==> config.mk <==
export PLATFORM = sky130hd
export DESIGN_NAME = mmss_countdown_timer_7seg_flat
export DESIGN_NICKNAME = d
export VERILOG_FILES = /design/src/rtl/mcd_pkg.sv /design/src/rtl/mcd_req_if.sv /design/src/rtl/mcd_res_if.sv /design/src/rtl/mmss_countdown_timer_7seg.sv /design/src/rtl/mcd_core.sv /design/src/rtl/mcd_out_buf.sv /design/src/flat_wrapper.sv
export SDC_FILE = /design/constraint.sdc
export NUM_CORES = 1
export LEC_CHECK = 0
export ABC_CLOCK_PERIOD_IN_PS = 7650
export BUFFER_PORTS_ARGS = -buffer_cell sky130_fd_sc_hd__clkbuf_2
export CAP_MARGIN = 30
export CORE_UTILIZATION = 33
export DETAILED_ROUTE_END_ITERATION = 7
export GPL_TIMING_DRIVEN = 1
export HOLD_SLACK_MARGIN = 0.15
export MAX_ROUTING_LAYER = met4
export PLACE_DENSITY = 0.51
export SYNTH_ARGS = -nofsm -noshare
export SYNTH_HDL_FRONTEND = slang
export SYNTH_SLANG_ARGS = --single-unit
export TNS_END_PERCENT = 100
==> constraint.sdc <==
create_clock -name i_clk -period 7.65 [get_ports i_clk]
set_clock_uncertainty 0.05 [all_clocks]
set_input_delay 0.3825 -clock i_clk [delete_from_list [all_inputs] [get_ports i_clk]]
set_output_delay 0.3825 -clock i_clk [all_outputs]
set_load 0.05 [all_outputs]
==> src/rtl/mcd_pkg.sv <==
// mcd_pkg: shared types, constants and segment decode for the mm:ss countdown timer
// no dependencies; imported by mcd_core, mcd_out_buf and the top level

package mcd_pkg;

    // reset value of the ticks-per-second register
    localparam logic [15:0] TPS_RESET = 16'd1000;

    // load limits
    localparam logic [6:0] MINUTES_MAX = 7'd99;
    localparam logic [5:0] SECONDS_MAX = 6'd59;

    // reciprocal of ten, scaled by 2^11, exact for values below 100
    localparam logic [14:0] RECIP10      = 15'd205;
    localparam int          RECIP10_SHFT = 11;

    // wrap values for the borrow chain
    localparam logic [3:0] DIGIT_WRAP    = 4'd9;
    localparam logic [2:0] SEC_TENS_WRAP = 3'd5;

    // display defaults
    localparam logic [3:0] SELECT_OFF = 4'hF;
    localparam logic [7:0] SEG_DP     = 8'h80;

    // request codes
    typedef enum logic [1:0] {
        REQ_TICK   = 2'd0,
        REQ_START  = 2'd1,
        REQ_CANCEL = 2'd2,
        REQ_PAUSE  = 2'd3
    } t_req_type;

    // scan positions
    typedef enum logic [1:0] {
        SCAN_MIN_TENS = 2'd0,
        SCAN_MIN_ONES = 2'd1,
        SCAN_SEC_TENS = 2'd2,
        SCAN_SEC_ONES = 2'd3
    } t_scan_pos;

    // one result beat
    typedef struct packed {
        logic [3:0] digit_select;
        logic [7:0] segments;
        logic [6:0] minutes_left;
        logic [5:0] seconds_left;
        logic       running;
        logic       expired;
    } t_res;

    // seven-segment pattern of one BCD digit, blank above nine
    function automatic logic [7:0] seg_decode(input logic [3:0] digit);
        logic [7:0] pat;
        case (digit)
            4'd0:    pat = 8'h3f;
            4'd1:    pat = 8'h06;
            4'd2:    pat = 8'h5b;
            4'd3:    pat = 8'h4f;
            4'd4:    pat = 8'h66;
            4'd5:    pat = 8'h6d;
            4'd6:    pat = 8'h7d;
            4'd7:    pat = 8'h27;
            4'd8:    pat = 8'h7f;
            4'd9:    pat = 8'h67;
            default: pat = 8'h00;
        endcase
        return pat;
    endfunction

endpackage

==> src/rtl/mcd_req_if.sv <==
// mcd_req_if: request channel (valid, ready, request payload)
// depends on nothing beyond plain logic types

interface mcd_req_if;
    logic       valid;
    logic       ready;
    logic [1:0] req_type;
    logic [6:0] load_minutes;
    logic [5:0] load_seconds;

    modport source (output valid, output req_type, output load_minutes,
                    output load_seconds, input ready);
    modport sink   (input valid, input req_type, input load_minutes,
                    input load_seconds, output ready);
endinterface

==> src/rtl/mcd_res_if.sv <==
// mcd_res_if: result channel (valid, ready, display and status payload)
// depends on nothing beyond plain logic types

interface mcd_res_if;
    logic       valid;
    logic       ready;
    logic [3:0] digit_select;
    logic [7:0] segments;
    logic [6:0] minutes_left;
    logic [5:0] seconds_left;
    logic       running;
    logic       expired;

    modport source (output valid, output digit_select, output segments,
                    output minutes_left, output seconds_left, output running,
                    output expired, input ready);
    modport sink   (input valid, input digit_select, input segments,
                    input minutes_left, input seconds_left, input running,
                    input expired, output ready);
endinterface

==> src/rtl/mmss_countdown_timer_7seg.sv <==
// mmss_countdown_timer_7seg: top level of the mm:ss countdown timer with 7-segment scan
// depends on mcd_pkg, mcd_req_if, mcd_res_if, mcd_core and mcd_out_buf
//
//   channel  dir  handshake      payload
//   i_req    in   valid/ready    req_type, load_minutes, load_seconds
//   o_res    out  valid/ready    digit_select, segments, minutes_left,
//                                seconds_left, running, expired
//   cfg      in   i_cfg_we       i_cfg_wdata (ticks per second)
//
// one request beat per cycle; its result is ready in the buffer in the next cycle
// the two-entry result buffer sets the rate: requests stall only while it is full
// i_rst_n is synchronous, active low: timer stopped at 00:00, display blank,
// ticks per second back to 1000
// every request beat gives exactly one result beat, in order

module mmss_countdown_timer_7seg import mcd_pkg::*; (
    input  logic        i_clk,
    input  logic        i_rst_n,
    input  logic        i_cfg_we,
    input  logic [15:0] i_cfg_wdata,
    mcd_req_if.sink     i_req,
    mcd_res_if.source   o_res
);

    logic acc;
    logic buf_full;
    t_res core_res;
    t_res buf_res;

    // request handshake
    assign i_req.ready = !buf_full;
    assign acc         = i_req.valid && !buf_full;

    mcd_core u_core (
        .i_clk          (i_clk),
        .i_rst_n        (i_rst_n),
        .i_cfg_we       (i_cfg_we),
        .i_cfg_wdata    (i_cfg_wdata),
        .i_acc          (acc),
        .i_req_type     (i_req.req_type),
        .i_load_minutes (i_req.load_minutes),
        .i_load_seconds (i_req.load_seconds),
        .o_res          (core_res)
    );

    mcd_out_buf u_out_buf (
        .i_clk   (i_clk),
        .i_rst_n (i_rst_n),
        .i_wr    (acc),
        .i_data  (core_res),
        .o_full  (buf_full),
        .o_valid (o_res.valid),
        .i_rd    (o_res.ready),
        .o_data  (buf_res)
    );

    // result payload
    assign o_res.digit_select = buf_res.digit_select;
    assign o_res.segments     = buf_res.segments;
    assign o_res.minutes_left = buf_res.minutes_left;
    assign o_res.seconds_left = buf_res.seconds_left;
    assign o_res.running      = buf_res.running;
    assign o_res.expired      = buf_res.expired;

endmodule

==> src/rtl/mcd_core.sv <==
// mcd_core: timer state, prescaler, BCD borrow chain and display scan
// depends on mcd_pkg; result beat goes to mcd_out_buf

module mcd_core import mcd_pkg::*; (
    input  logic        i_clk,
    input  logic        i_rst_n,
    input  logic        i_cfg_we,
    input  logic [15:0] i_cfg_wdata,
    input  logic        i_acc,
    input  logic [1:0]  i_req_type,
    input  logic [6:0]  i_load_minutes,
    input  logic [5:0]  i_load_seconds,
    output t_res        o_res
);

    logic [15:0] r_tps;
    logic [15:0] r_presc,  n_presc;
    logic [3:0]  r_min_t,  n_min_t;
    logic [3:0]  r_min_o,  n_min_o;
    logic [2:0]  r_sec_t,  n_sec_t;
    logic [3:0]  r_sec_o,  n_sec_o;
    logic        r_active, n_active;
    logic [1:0]  r_scan,   n_scan;
    logic [3:0]  r_sel,    n_sel;
    logic [7:0]  r_seg,    n_seg;
    logic        n_expired;

    t_req_type   req;
    logic [6:0]  lm_sat;
    logic [5:0]  ls_sat;
    logic [14:0] lm_prod;
    logic [14:0] ls_prod;
    logic [3:0]  lm_tens;
    logic [2:0]  ls_tens;
    logic [15:0] presc_inc;
    logic        sec_done;

    assign req = t_req_type'(i_req_type);

    // saturate the load and split it into digits by reciprocal multiply
    assign lm_sat  = (i_load_minutes > MINUTES_MAX) ? MINUTES_MAX : i_load_minutes;
    assign ls_sat  = (i_load_seconds > SECONDS_MAX) ? SECONDS_MAX : i_load_seconds;
    assign lm_prod = 15'(lm_sat) * RECIP10;
    assign ls_prod = 15'(ls_sat) * RECIP10;
    assign lm_tens = lm_prod[RECIP10_SHFT +: 4];
    assign ls_tens = ls_prod[RECIP10_SHFT +: 3];

    // prescaler compare
    assign presc_inc = r_presc + 16'd1;
    assign sec_done  = (presc_inc >= r_tps);

    // next state
    always_comb begin
        n_presc   = r_presc;
        n_min_t   = r_min_t;
        n_min_o   = r_min_o;
        n_sec_t   = r_sec_t;
        n_sec_o   = r_sec_o;
        n_active  = r_active;
        n_scan    = r_scan;
        n_sel     = r_sel;
        n_seg     = r_seg;
        n_expired = 1'b0;
        case (req)
            REQ_START: begin
                n_min_t  = lm_tens;
                n_min_o  = 4'(lm_sat - 7'(lm_tens) * 7'd10);
                n_sec_t  = ls_tens;
                n_sec_o  = 4'(ls_sat - 6'(ls_tens) * 6'd10);
                n_active = 1'b1;
            end
            REQ_CANCEL: begin
                n_min_t  = '0;
                n_min_o  = '0;
                n_sec_t  = '0;
                n_sec_o  = '0;
                n_active = 1'b0;
            end
            REQ_PAUSE: begin
                n_active = 1'b0;
            end
            default: begin
                n_presc = sec_done ? 16'd0 : presc_inc;
                // borrow chain, seconds tens wraps to five
                if (sec_done && r_active) begin
                    if (r_sec_o != 4'd0) begin
                        n_sec_o = r_sec_o - 4'd1;
                    end else begin
                        n_sec_o = DIGIT_WRAP;
                        if (r_sec_t != 3'd0) begin
                            n_sec_t = r_sec_t - 3'd1;
                        end else begin
                            n_sec_t = SEC_TENS_WRAP;
                            if (r_min_o != 4'd0) begin
                                n_min_o = r_min_o - 4'd1;
                            end else begin
                                n_min_o = DIGIT_WRAP;
                                n_min_t = (r_min_t != 4'd0) ? r_min_t - 4'd1 : DIGIT_WRAP;
                            end
                        end
                    end
                    if (n_min_t == 4'd0 && n_min_o == 4'd0 &&
                        n_sec_t == 3'd0 && n_sec_o == 4'd0) begin
                        n_expired = 1'b1;
                        n_active  = 1'b0;
                    end
                end
                // drive one digit of the display
                n_sel = ~(4'b0001 << r_scan);
                case (t_scan_pos'(r_scan))
                    SCAN_MIN_TENS: n_seg = seg_decode(n_min_t);
                    SCAN_MIN_ONES: n_seg = seg_decode(n_min_o) | SEG_DP;
                    SCAN_SEC_TENS: n_seg = seg_decode({1'b0, n_sec_t});
                    default:       n_seg = seg_decode(n_sec_o);
                endcase
                n_scan = r_scan + 2'd1;
            end
        endcase
    end

    // result beat from the updated state
    always_comb begin
        o_res.digit_select = n_sel;
        o_res.segments     = n_seg;
        o_res.minutes_left = 7'(n_min_t) * 7'd10 + 7'(n_min_o);
        o_res.seconds_left = 6'(n_sec_t) * 6'd10 + 6'(n_sec_o);
        o_res.running      = n_active;
        o_res.expired      = n_expired;
    end

    // configuration register
    always_ff @(posedge i_clk) begin
        if (!i_rst_n) begin
            r_tps <= TPS_RESET;
        end else if (i_cfg_we) begin
            r_tps <= i_cfg_wdata;
        end
    end

    // timer state, updated on each accepted beat
    always_ff @(posedge i_clk) begin
        if (!i_rst_n) begin
            r_presc  <= '0;
            r_min_t  <= '0;
            r_min_o  <= '0;
            r_sec_t  <= '0;
            r_sec_o  <= '0;
            r_active <= 1'b0;
            r_scan   <= '0;
            r_sel    <= SELECT_OFF;
            r_seg    <= '0;
        end else if (i_acc) begin
            r_presc  <= n_presc;
            r_min_t  <= n_min_t;
            r_min_o  <= n_min_o;
            r_sec_t  <= n_sec_t;
            r_sec_o  <= n_sec_o;
            r_active <= n_active;
            r_scan   <= n_scan;
            r_sel    <= n_sel;
            r_seg    <= n_seg;
        end
    end

    // digits stay in BCD range
    a_digits_bcd: assert property (@(posedge i_clk) disable iff (!i_rst_n)
        r_min_t <= DIGIT_WRAP && r_min_o <= DIGIT_WRAP &&
        r_sec_t <= SEC_TENS_WRAP && r_sec_o <= DIGIT_WRAP)
        else $error("timer digit out of BCD range");

    // an expiring beat shows 00:00 and a stopped timer
    a_expire_zero: assert property (@(posedge i_clk) disable iff (!i_rst_n)
        (i_acc && o_res.expired) |->
        (!o_res.running && o_res.minutes_left == 7'd0 && o_res.seconds_left == 6'd0))
        else $error("expired beat without 00:00 or still running");

    // at most one digit is enabled
    a_select_cold: assert property (@(posedge i_clk) disable iff (!i_rst_n)
        $countones(r_sel) >= 3)
        else $error("more than one digit selected");

    // the scan moves only on an accepted tick
    a_scan_move: assert property (@(posedge i_clk) disable iff (!i_rst_n)
        !(i_acc && req == REQ_TICK) |=> $stable(r_scan))
        else $error("scan position moved without a tick");

endmodule

==> src/rtl/mcd_out_buf.sv <==
// mcd_out_buf: two-entry result buffer between the core and the result channel
// depends on mcd_pkg for the result beat type

module mcd_out_buf import mcd_pkg::*; (
    input  logic i_clk,
    input  logic i_rst_n,
    input  logic i_wr,
    input  t_res i_data,
    output logic o_full,
    output logic o_valid,
    input  logic i_rd,
    output t_res o_data
);

    t_res       r_mem [2];
    logic       r_wr_ptr;
    logic       r_rd_ptr;
    logic [1:0] r_count;
    logic       pop;

    assign o_full  = (r_count == 2'd2);
    assign o_valid = (r_count != 2'd0);
    assign pop     = o_valid && i_rd;
    assign o_data  = r_mem[r_rd_ptr];

    // storage
    always_ff @(posedge i_clk) begin
        if (i_wr) begin
            r_mem[r_wr_ptr] <= i_data;
        end
    end

    // pointers and fill count
    always_ff @(posedge i_clk) begin
        if (!i_rst_n) begin
            r_wr_ptr <= 1'b0;
            r_rd_ptr <= 1'b0;
            r_count  <= '0;
        end else begin
            if (i_wr) begin
                r_wr_ptr <= ~r_wr_ptr;
            end
            if (pop) begin
                r_rd_ptr <= ~r_rd_ptr;
            end
            r_count <= r_count + 2'(i_wr) - 2'(pop);
        end
    end

    // never written while full
    a_no_overflow: assert property (@(posedge i_clk) disable iff (!i_rst_n)
        i_wr |-> !o_full)
        else $error("write into full result buffer");

    // fill count stays within depth
    a_count_range: assert property (@(posedge i_clk) disable iff (!i_rst_n)
        r_count <= 2'd2)
        else $error("result buffer count out of range");

    // pointers agree with the count
    a_ptr_count: assert property (@(posedge i_clk) disable iff (!i_rst_n)
        (r_wr_ptr == r_rd_ptr) == (r_count == 2'd0 || r_count == 2'd2))
        else $error("result buffer pointers disagree with count");

endmodule
==> src/flat_wrapper.sv <==
// flat-port wrapper written by rule: the top's interface ports become plain ports
module mmss_countdown_timer_7seg_flat import mcd_pkg::*;
  (i_clk, i_rst_n, i_cfg_we, i_cfg_wdata, i_req_valid, i_req_req_type, i_req_load_minutes, i_req_load_seconds, i_req_ready, o_res_valid, o_res_digit_select, o_res_segments, o_res_minutes_left, o_res_seconds_left, o_res_running, o_res_expired, o_res_ready);
  mcd_req_if i_req_i ();
  mcd_res_if o_res_i ();
  input  logic i_clk;
  input  logic i_rst_n;
  input  logic i_cfg_we;
  input  logic [15:0] i_cfg_wdata;
  input wire logic [$bits(i_req_i.valid)-1:0] i_req_valid;
  input wire logic [$bits(i_req_i.req_type)-1:0] i_req_req_type;
  input wire logic [$bits(i_req_i.load_minutes)-1:0] i_req_load_minutes;
  input wire logic [$bits(i_req_i.load_seconds)-1:0] i_req_load_seconds;
  output wire logic [$bits(i_req_i.ready)-1:0] i_req_ready;
  output wire logic [$bits(o_res_i.valid)-1:0] o_res_valid;
  output wire logic [$bits(o_res_i.digit_select)-1:0] o_res_digit_select;
  output wire logic [$bits(o_res_i.segments)-1:0] o_res_segments;
  output wire logic [$bits(o_res_i.minutes_left)-1:0] o_res_minutes_left;
  output wire logic [$bits(o_res_i.seconds_left)-1:0] o_res_seconds_left;
  output wire logic [$bits(o_res_i.running)-1:0] o_res_running;
  output wire logic [$bits(o_res_i.expired)-1:0] o_res_expired;
  input wire logic [$bits(o_res_i.ready)-1:0] o_res_ready;
  assign i_req_i.valid = i_req_valid;
  assign i_req_i.req_type = i_req_req_type;
  assign i_req_i.load_minutes = i_req_load_minutes;
  assign i_req_i.load_seconds = i_req_load_seconds;
  assign i_req_ready = i_req_i.ready;
  assign o_res_valid = o_res_i.valid;
  assign o_res_digit_select = o_res_i.digit_select;
  assign o_res_segments = o_res_i.segments;
  assign o_res_minutes_left = o_res_i.minutes_left;
  assign o_res_seconds_left = o_res_i.seconds_left;
  assign o_res_running = o_res_i.running;
  assign o_res_expired = o_res_i.expired;
  assign o_res_i.ready = o_res_ready;
  mmss_countdown_timer_7seg u_core (.i_clk(i_clk), .i_rst_n(i_rst_n), .i_cfg_we(i_cfg_we), .i_cfg_wdata(i_cfg_wdata), .i_req(i_req_i), .o_res(o_res_i));
endmodule
==> results of run 1 <==
worst paths after layout:
check	end	cells after the start	startpoint
setup / recovery	u_core.u_out_buf.r_mem[1][7]	22	u_core.u_core.r_presc[0]
hold / removal	u_core.u_core.r_tps[14]	3	i_cfg_wdata[14]
setup reg to reg	u_core.u_out_buf.r_mem[1][7]	22	u_core.u_core.r_presc[0]
hold reg to reg	u_core.u_core.r_seg[7]	2	u_core.u_core.r_seg[7]
routing by layer:
layer / vias up / GRT usage, % / wire (um)
met3: 18 / 2.53 / 976
met2: 144 / 27.9 / 10500
li1: 3664 / - / -
met1: 3496 / 22.2 / 10900
met5: - / - / 0
met4: 0 / 4.43 / 253
cell families after synthesis:
group / count (synthesis)
xor gates and xnor gates: 51
and+or+nand+nor: 306
DFF: 121
AOI/OAI and AO/OA: 206
muxes: 54
adders and majority gates: 136
buffers and inverters: 140
per-stage QoR:
| stage | setup slack [ns] | utilization (%) | instance area [um^2] | total power [W] |
|---|---|---|---|---|
| after floorplan | 1.84 | - | 9180 | 0.00172 |
| after global placement | 1.07 | 36.2 | 9820 | 0.00199 |
| after detailed placement | 1.15 | 36.2 | 9820 | 0.00200 |
| after CTS | 1.10 | 39.1 | 10600 | 0.00286 |
| after global routing | 0.522 | 39.1 | 10600 | 0.00301 |
| final | 1.04 | 39.1 | 10600 | 0.00283 |
flip-flops by register name, indices dropped and copies added (netlist names), 4 cells and up, named ones only:
| name | flops |
|---|---|
| u_core.u_core.r_min_o | 4 |
| u_core.u_core.r_min_t | 4 |
| u_core.u_core.r_presc | 16 |
| u_core.u_core.r_sec_o | 4 |
| u_core.u_core.r_seg | 8 |
| u_core.u_core.r_sel | 4 |
| u_core.u_core.r_tps | 16 |
| u_core.u_out_buf.r_mem | 54 |
power groups by stage:
stage / registers (W) / clock network, W / logic, W
detailed placement: 0.000862 / 0 / 0.00114
finish: 0.000849 / 0.000839 / 0.00114
global route: 0.000859 / 0.000890 / 0.00126
floorplan: 0.000837 / 0 / 0.000885
CTS: 0.000849 / 0.000858 / 0.00115
global placement: 0.000860 / 0 / 0.00113
synthesized netlist by cell type (3+ instances only):
master / count / share of area, %
nor2_1: 81 / 3.3
nor2b_1: 10 / 0.68
o31ai_1: 10 / 0.82
a22o_1: 4 / 0.38
nand2b_1: 11 / 0.75
and2_1: 10 / 0.68
nand4_1: 9 / 0.61
mux2_2: 30 / 3.7
o21ai_0: 56 / 3.1
fa_1: 19 / 4.1
o21a_1: 8 / 0.65
mux2i_1: 22 / 2.4
o21ai_1: 6 / 0.33
nand2_1: 103 / 4.2
ha_1: 117 / 16
a21o_1: 5 / 0.41
dfxtp_1: 67 / 15
xnor2_1: 33 / 3.1
nor3_1: 8 / 0.44
clkbuf_1: 39 / 1.6
a32o_1: 3 / 0.33
o211ai_1: 16 / 1.3
nor2_2: 3 / 0.20
xor2_1: 17 / 1.6
a22oi_1: 5 / 0.41
o221ai_1: 3 / 0.29
edfxtp_1: 54 / 18
inv_1: 89 / 3.6
and3_1: 9 / 0.61
or2_2: 5 / 0.34
nand3_1: 35 / 1.9
buf_2: 5 / 0.27
nand3b_1: 9 / 0.74
a21oi_1: 48 / 2.6
a211oi_1: 8 / 0.65
buf_1: 4 / 0.16
a31oi_1: 6 / 0.41
area by class of cell:
cell class              count  share of cell area, %
flip-flops and latches    121                   28.0
multi-input cells         753                   53.6
clock buffers              20                   4.73
inverters                  90                   3.19
well taps                 372                   4.39
clock inverters            12                   1.23
repair buffers             86                   4.91
critical path: cells and delay by family, from the launching register on:
kind / cells / cell delay (ns)
compound gates: 6 / 2.14
simple gates: 8 / 1.86
fa+ha+maj: 4 / 1.19
xor+xnor: 3 / 0.51
flops: 1 / 0.38
mux: 1 / 0.20
repair_timing:
| item | CTS | global route |
|---|---|---|
| setup buffers | 0 | 0 |
| hold buffers | 14 | 0 |
| hold endpoints to repair | 14 | 0 |
==> key figures, run 1 <==
Cells and area
  • Layout cells sized above 1: 14.5%
  • Filler-free cell count of the finished design: 1454
  • # nets final: 1241
  • Most common library cell in the layout ignoring fill and taps: ha_1
  • Top library cells by usage in the layout, fill and taps aside: ha_1 (117), nand2_1 (103), inv_1 (89)
  • Sequential standard cell area: 0.00296 mm^2
  • Area taken by multi-input logic gates: 0.00567 mm^2
  • FILL cells: 2751
  • Area growth from synthesis to layout: 15.4%
  • Inserted Diodes: 0

Logic synthesis
  • Total of warnings raised by yosys: 0
  • Async set or reset register ratio after synthesis: 0%
  • Synth Area in Adders: 20.1%
  • Dominant combinational cell family by area after synthesis: adder cells
  • Xor and xnor area share after synthesis: 4.95%
  • Post-Syn Area per Cell: 9.05 um^2
  • Total nets after synthesis: 1186
  • Synth Flop Type: dfxtp_1
  • Simple-gate share of the synthesized area: 15.8%
  • Share of the synthesized area in compound gates (AO/OA/AOI/OAI): 14.5%
  • Post-synthesis mux area share: 6.35%
  • Number of synthesized flops with an enable pin: 54
  • Sequential fraction of the synthesis area: 32.3%
  • Netlist Area Pre-Place: 0.00918 mm^2
  • Flops & latches, synth: 121
  • Cells after synthesis: 1014
  • Distinct cells, synth: 75

Drt
  • Detailed router's first-iteration violation count: 411
  • Residual antenna-violating net count after detailed routing: 0
  • First drt pass iteration count: 5
  • Via Count: 7322
  • Detailed-route wire length: 22700 um
  • Detailed-route vias per instance: 5.04
  • Number of design rule violations left after detail routing: 0
  • Average wire length per cell after detail routing: 15.6 um

Floorplanning
  • Core Area: 0.0271 mm^2
  • Cell Rows: 60
  • Floorplan die width: 169 um
  • Number of ports placed on the die boundary: 65
  • Initial cell density of the core: 33.9%
  • Die Ht: 169 um
  • Total die area: 0.0285 mm^2

Pwr
  • Int Power: 0.00174 W
  • Switching Power: 0.00109 W
  • Clock network power share: 29.6%
  • Sw Share: 38.7%
  • Power per standard cell area: 267 mW/mm^2
  • Combinational group share of total power: 40.4%
  • Worst vdd rail ir drop: 0.146 mV
  • Seq pwr share: 30.0%
  • Static leakage power: 4.59 nW

Place
  • DP HPWL: 17100 um
  • Placed Cells incl. Taps: 1408
  • Number of port buffers: 64
  • Routability congestion estimate from global placement: 0.934

Clocking
  • Root Driver: clkbuf_16
  • Count of instances resized after the clock tree is built: 0
  • Htree depth: 4
  • Clock transition at path regs: 0.06 ns
  • Buffers from clock root to sink, at most: 2
  • Number of clock sinks: 121
  • Clock Latency Late Sink: 0.42 ns
  • Total clock buffers created by CTS: 17
  • Clock tree from TritonCTS: yes

STA
  • Final critical-path required period: 6.61 ns
  • Final setup violation count: 0
  • Peak clock frequency supported by timing: 151 MHz
  • Post-route fraction of the period consumed by the critical path: 86.4%
  • Worst Tran Pin Value: 0.912 ns
  • Count of final max-slew check failures: 0
  • Worst Hold Slack: 0.181 ns
  • Relative slew slack: 38.6%
  • Sum Neg Setup Slack: 0 ns
  • Final Hold Vio Count: 0
  • Unrepaired setup endpoints after global routing: no

Global routing
  • Largest net degree at the start of global routing: 45
  • Wire length of the first global-routing pass: 37200 um
  • Initial antenna violation count: 0
  • Vias in the first global route: 7095
  • Total Routing Usage GR: 17.1%
  • Aggregate global routing overflow: 0

Flow run
  • # Max-Cap Violations: 0

Setup path
  • Worst-case register-to-register setup slack: 1.04 ns
  • Peak per-stage delay on the critical path: 0.64 ns
  • Worst path most repeated cell: ha_1
  • Endpoint required time on the critical path: 7.75 ns
  • Critical Path, Cell by Cell: ha_1 > and3_1 > and2_1 > or3b_2 > nor2_1 > nand3_1 > xnor2_1 > ha_1 > o211ai_1 > nor2_1 > a221oi_2 > o21a_1 > nor2_2 > a21oi_1 > mux2i_1 > o21ai_0 > ha_1 > ha_1 > nor2b_1 > o21ai_0 > xor2_1 > xnor2_1
  • Arrival @ worst endpoint: 6.72 ns
  • Type of element launching the critical path: flip-flop
  • Maximum fanout along the worst path: 12
  • Path type of the worst setup path: flip-flop to flip-flop
  • Category of the worst setup path capture point: flip-flop
  • Critical Path Slowest Stage Cell: o21a_1

Outcome
  • Result of the run: completed

Hold path
  • Worst min-delay path category: input port to flip-flop
Note: power is estimated with default switching activity, not from simulation.
==> run 2, diff against run 1 <==
--- a/config.mk
+++ b/config.mk
@@ -8,12 +8,14 @@
 export ABC_CLOCK_PERIOD_IN_PS = 7650
 export BUFFER_PORTS_ARGS = -buffer_cell sky130_fd_sc_hd__clkbuf_2
 export CAP_MARGIN = 30
+export CELL_PAD_IN_SITES_DETAIL_PLACEMENT = 1
+export CELL_PAD_IN_SITES_GLOBAL_PLACEMENT = 2
 export CORE_UTILIZATION = 33
 export DETAILED_ROUTE_END_ITERATION = 7
 export GPL_TIMING_DRIVEN = 1
 export HOLD_SLACK_MARGIN = 0.15
 export MAX_ROUTING_LAYER = met4
-export PLACE_DENSITY = 0.51
+export PLACE_DENSITY = 0.73
 export SYNTH_ARGS = -nofsm -noshare
 export SYNTH_HDL_FRONTEND = slang
 export SYNTH_SLANG_ARGS = --single-unit
==> run 2 against run 1 <==
Net effect: flip-flop and latch count stayed put; design area is 0.11% higher; combinational power hardly changed; wire length is 7.7% higher; register-to-register slack worse by 0.19 ns; highest routed layer unchanged.
==> key figures, run 2 (synthesis gave the netlist of run 1 again) <==
STA
  • Final critical-path required period: 6.80 ns (+0.192 ns)
  • Unrepaired setup endpoints after global routing: no
  • Post-route fraction of the period consumed by the critical path: 89.0% (+2.5 points)
  • Peak clock frequency supported by timing: 147 MHz (-2.8%)
  • Relative slew slack: 41.1% (+2.5 points)
  • Final Hold Vio Count: 0 (unchanged)
  • Count of final max-slew check failures: 0 (unchanged)
  • Worst Tran Pin Value: 0.881 ns (-0.0313 ns)
  • Sum Neg Setup Slack: 0 ns (unchanged)
  • Final setup violation count: 0 (unchanged)

Pwr
  • Static leakage power: 4.59 nW (about the same)
  • Worst vdd rail ir drop: 0.138 mV (-5.1%)
  • Sw Share: 40.7% (+2.1 points)
  • Int Power: 0.00169 W (-2.4%)
  • Clock network power share: 29.8% (+0.2 points)
  • Switching Power: 0.00116 W (+6.3%)
  • Combinational group share of total power: 40.5% (about the same)
  • Total power: 0.00286 W (+0.97%)
  • Seq pwr share: 29.7% (-0.3 points)
  • Power per standard cell area: 270 mW/mm^2 (+0.86%)

Cells and area
  • Filler-free cell count of the finished design: 1459 (+0.34%)
  • Flip-flop count of the largest register after layout: 54 (unchanged)
  • Biggest registers after layout: u_core.u_out_buf.r_mem (54), u_core.u_core.r_presc (16), u_core.u_core.r_tps (16)
  • Area taken by multi-input logic gates: 0.00567 mm^2 (unchanged)
  • FILL cells: 3116 (+13%)
  • # nets final: 1246 (+0.40%)
  • Inserted Diodes: 0 (unchanged)
  • Sequential standard cell area: 0.00296 mm^2 (unchanged)
  • Register with the most flip-flops: u_core.u_out_buf.r_mem
  • Most common library cell in the layout ignoring fill and taps: ha_1
  • Top library cells by usage in the layout, fill and taps aside: ha_1 (117), nand2_1 (103), inv_1 (89)
  • Area growth from synthesis to layout: 15.5%
  • Layout cells sized above 1: 14.7% (+0.21 points)

Clocking
  • Clock tree from TritonCTS: yes
  • Total clock buffers created by CTS: 17 (unchanged)
  • Count of instances resized after the clock tree is built: 0 (unchanged)
  • Htree depth: 4 (unchanged)
  • Number of clock sinks: 121 (unchanged)
  • Root Driver: clkbuf_16
  • Clock transition at path regs: 0.07 ns (about the same)
  • Clock Latency Late Sink: 0.43 ns (about the same)
  • Buffers from clock root to sink, at most: 2 (unchanged)

Global routing
  • Largest net degree at the start of global routing: 31 (-31%)
  • Initial antenna violation count: 0 (unchanged)
  • Total Routing Usage GR: 18.4% (+1.3 points)
  • Met3 Use GR: 2.85% (+0.33 points)
  • Layer with the highest usage after global routing: met2
  • Wire length of the first global-routing pass: 40000 um (+7.5%)
  • Vias in the first global route: 7643 (+7.7%)
  • Met1 Track Usage GR: 23.9% (+1.7 points)
  • Met2 layer usage reported by global route: 29.8% (+1.9 points)
  • Aggregate global routing overflow: 0 (unchanged)

Setup path
  • Maximum fanout along the worst path: 14 (+2)
  • Peak per-stage delay on the critical path: 0.69 ns (+0.05 ns)
  • Path type of the worst setup path: flip-flop to flip-flop
  • Cell count of the worst reg-to-reg path: 23 (+4.5%)
  • Critical Path Slowest Stage Cell: o21a_1
  • Type of element launching the critical path: flip-flop
  • Number of buffers and inverters on the critical path: 1 (+1)
  • Endpoint required time on the critical path: 7.76 ns (about the same)
  • Category of the worst setup path capture point: flip-flop
  • Critical Path, Cell by Cell: ha_1 > and3_1 > and2_1 > or3b_2 > nor2_1 > nand3_1 > xnor2_1 > ha_1 > o211ai_1 > nor2_1 > a221oi_2 > o21a_1 > nor2_2 > a21oi_1 > mux2i_1 > o21ai_0 > ha_1 > inv_1 > fa_1 > nor2b_1 > o21ai_0 > xor2_1 > xnor2_1
  • Cell count along the critical path: 23 (+4.5%)
  • Arrival @ worst endpoint: 6.92 ns (+0.20 ns)
  • Worst path most repeated cell: ha_1
  • Kind of cell adding the most delay to the critical path: compound AO/OA/AOI/OAI gates

Floorplanning
  • Initial cell density of the core: 33.9% (unchanged)
  • Die Ht: 169 um (unchanged)
  • Floorplan die width: 169 um (unchanged)
  • Total die area: 0.0285 mm^2 (unchanged)
  • Number of ports placed on the die boundary: 65 (unchanged)
  • Cell Rows: 60 (unchanged)
  • Core Area: 0.0271 mm^2 (unchanged)

Drt
  • Via Count: 7370 (+0.66%)
  • Detailed-route vias per instance: 5.05 (+0.31%)
  • Average wire length per cell after detail routing: 16.7 um (+7.3%)
  • First drt pass iteration count: 5 (unchanged)
  • Detailed router's first-iteration violation count: 299 (-27%)
  • Residual antenna-violating net count after detailed routing: 0 (unchanged)
  • Number of design rule violations left after detail routing: 0 (unchanged)
  • Detailed-route wire length: 24400 um (+7.7%)

Place
  • DP HPWL: 18700 um (+9.1%)
  • Routability congestion estimate from global placement: 0.833 (-11%)
  • Number of port buffers: 64 (unchanged)
  • Placed Cells incl. Taps: 1411 (+0.21%)

Outcome
  • Result of the run: completed

Hold path
  • Worst min-delay path category: input port to flip-flop
  • Hold path depth: 4 (+1)

Flow run
  • # Max-Cap Violations: 0 (unchanged)
[run 2: cell count changes in the layout (fill, tap and decap cells not counted), sizes merged]
cell / delta
buf: +3
clkbuf: -3
clkinv: -5
clkinvlp: +1
dlygate4sd3: +2
inv: +7
[run 2: per-stage QoR]
stage | hold WS [ns] | util, % | area (um^2) | setup slack (ns)
finish | 0.353 | 39.1 | 10600 | 0.845
global route | 0.400 | 39.1 | 10600 | 0.200
CTS | 0.344 | 39.1 | 10600 | 0.792
detailed placement | 0.404 | 36.3 | 9840 | 0.835
global placement | 0.399 | 36.3 | 9840 | 0.837
floorplan | 0.387 | - | 9180 | 1.84
[run 2: final timing paths]
| kind | to | slack, ns | from |
|---|---|---|---|
| hold / removal | u_core.u_out_buf.r_rd_ptr | 0.35 | o_res_ready |
| setup reg to reg | u_core.u_out_buf.r_mem[0][7] | 0.85 | u_core.u_core.r_presc[0] |
| setup / recovery | u_core.u_out_buf.r_mem[0][7] | 0.85 | u_core.u_core.r_presc[0] |
| hold reg to reg | u_core.u_core.r_seg[1] | 0.42 | u_core.u_core.r_seg[1] |
[run 2: cell type report]
type / count / area share (%)
clock inverters: 15 / 1.66
multi-input cells: 753 / 53.5
flip-flops and latches: 121 / 27.9
well taps: 372 / 4.39
clock buffers: 17 / 4.01
inverters: 90 / 3.19
repair buffers: 91 / 5.29
[run 2: power by group through the flow]
stage                     logic (W)  clock network (W)  registers, W
after floorplan            0.000885                  0      0.000837
after global placement      0.00114                  0      0.000859
after detailed placement    0.00116                  0      0.000864
after CTS                   0.00118           0.000862      0.000850
after global routing        0.00129           0.000893      0.000860
final                       0.00116           0.000851      0.000850
[run 2: what timing repair did]
| item | 4_1_cts | 5_1_grt |
|---|---|---|
| setup endpoints to repair | 0 | 0 |
| hold buffers | 16 | 0 |
| hold endpoints to repair | 16 | 0 |
| setup buffers | 0 | 0 |
[run 2: tightest hold or removal path, stage by stage]
cell and delay (ns):
clkbuf_2 0.07, and2_1 0.16, xnor2_1 0.10, nor2_1 0.08
[run 2: metal layers]
layer | wire length, um | share of wire [%]
met1 | 12000 | 49
met4 | 299 | 1.2
met5 | 0 | 0
met3 | 724 | 3.0
met2 | 11400 | 47
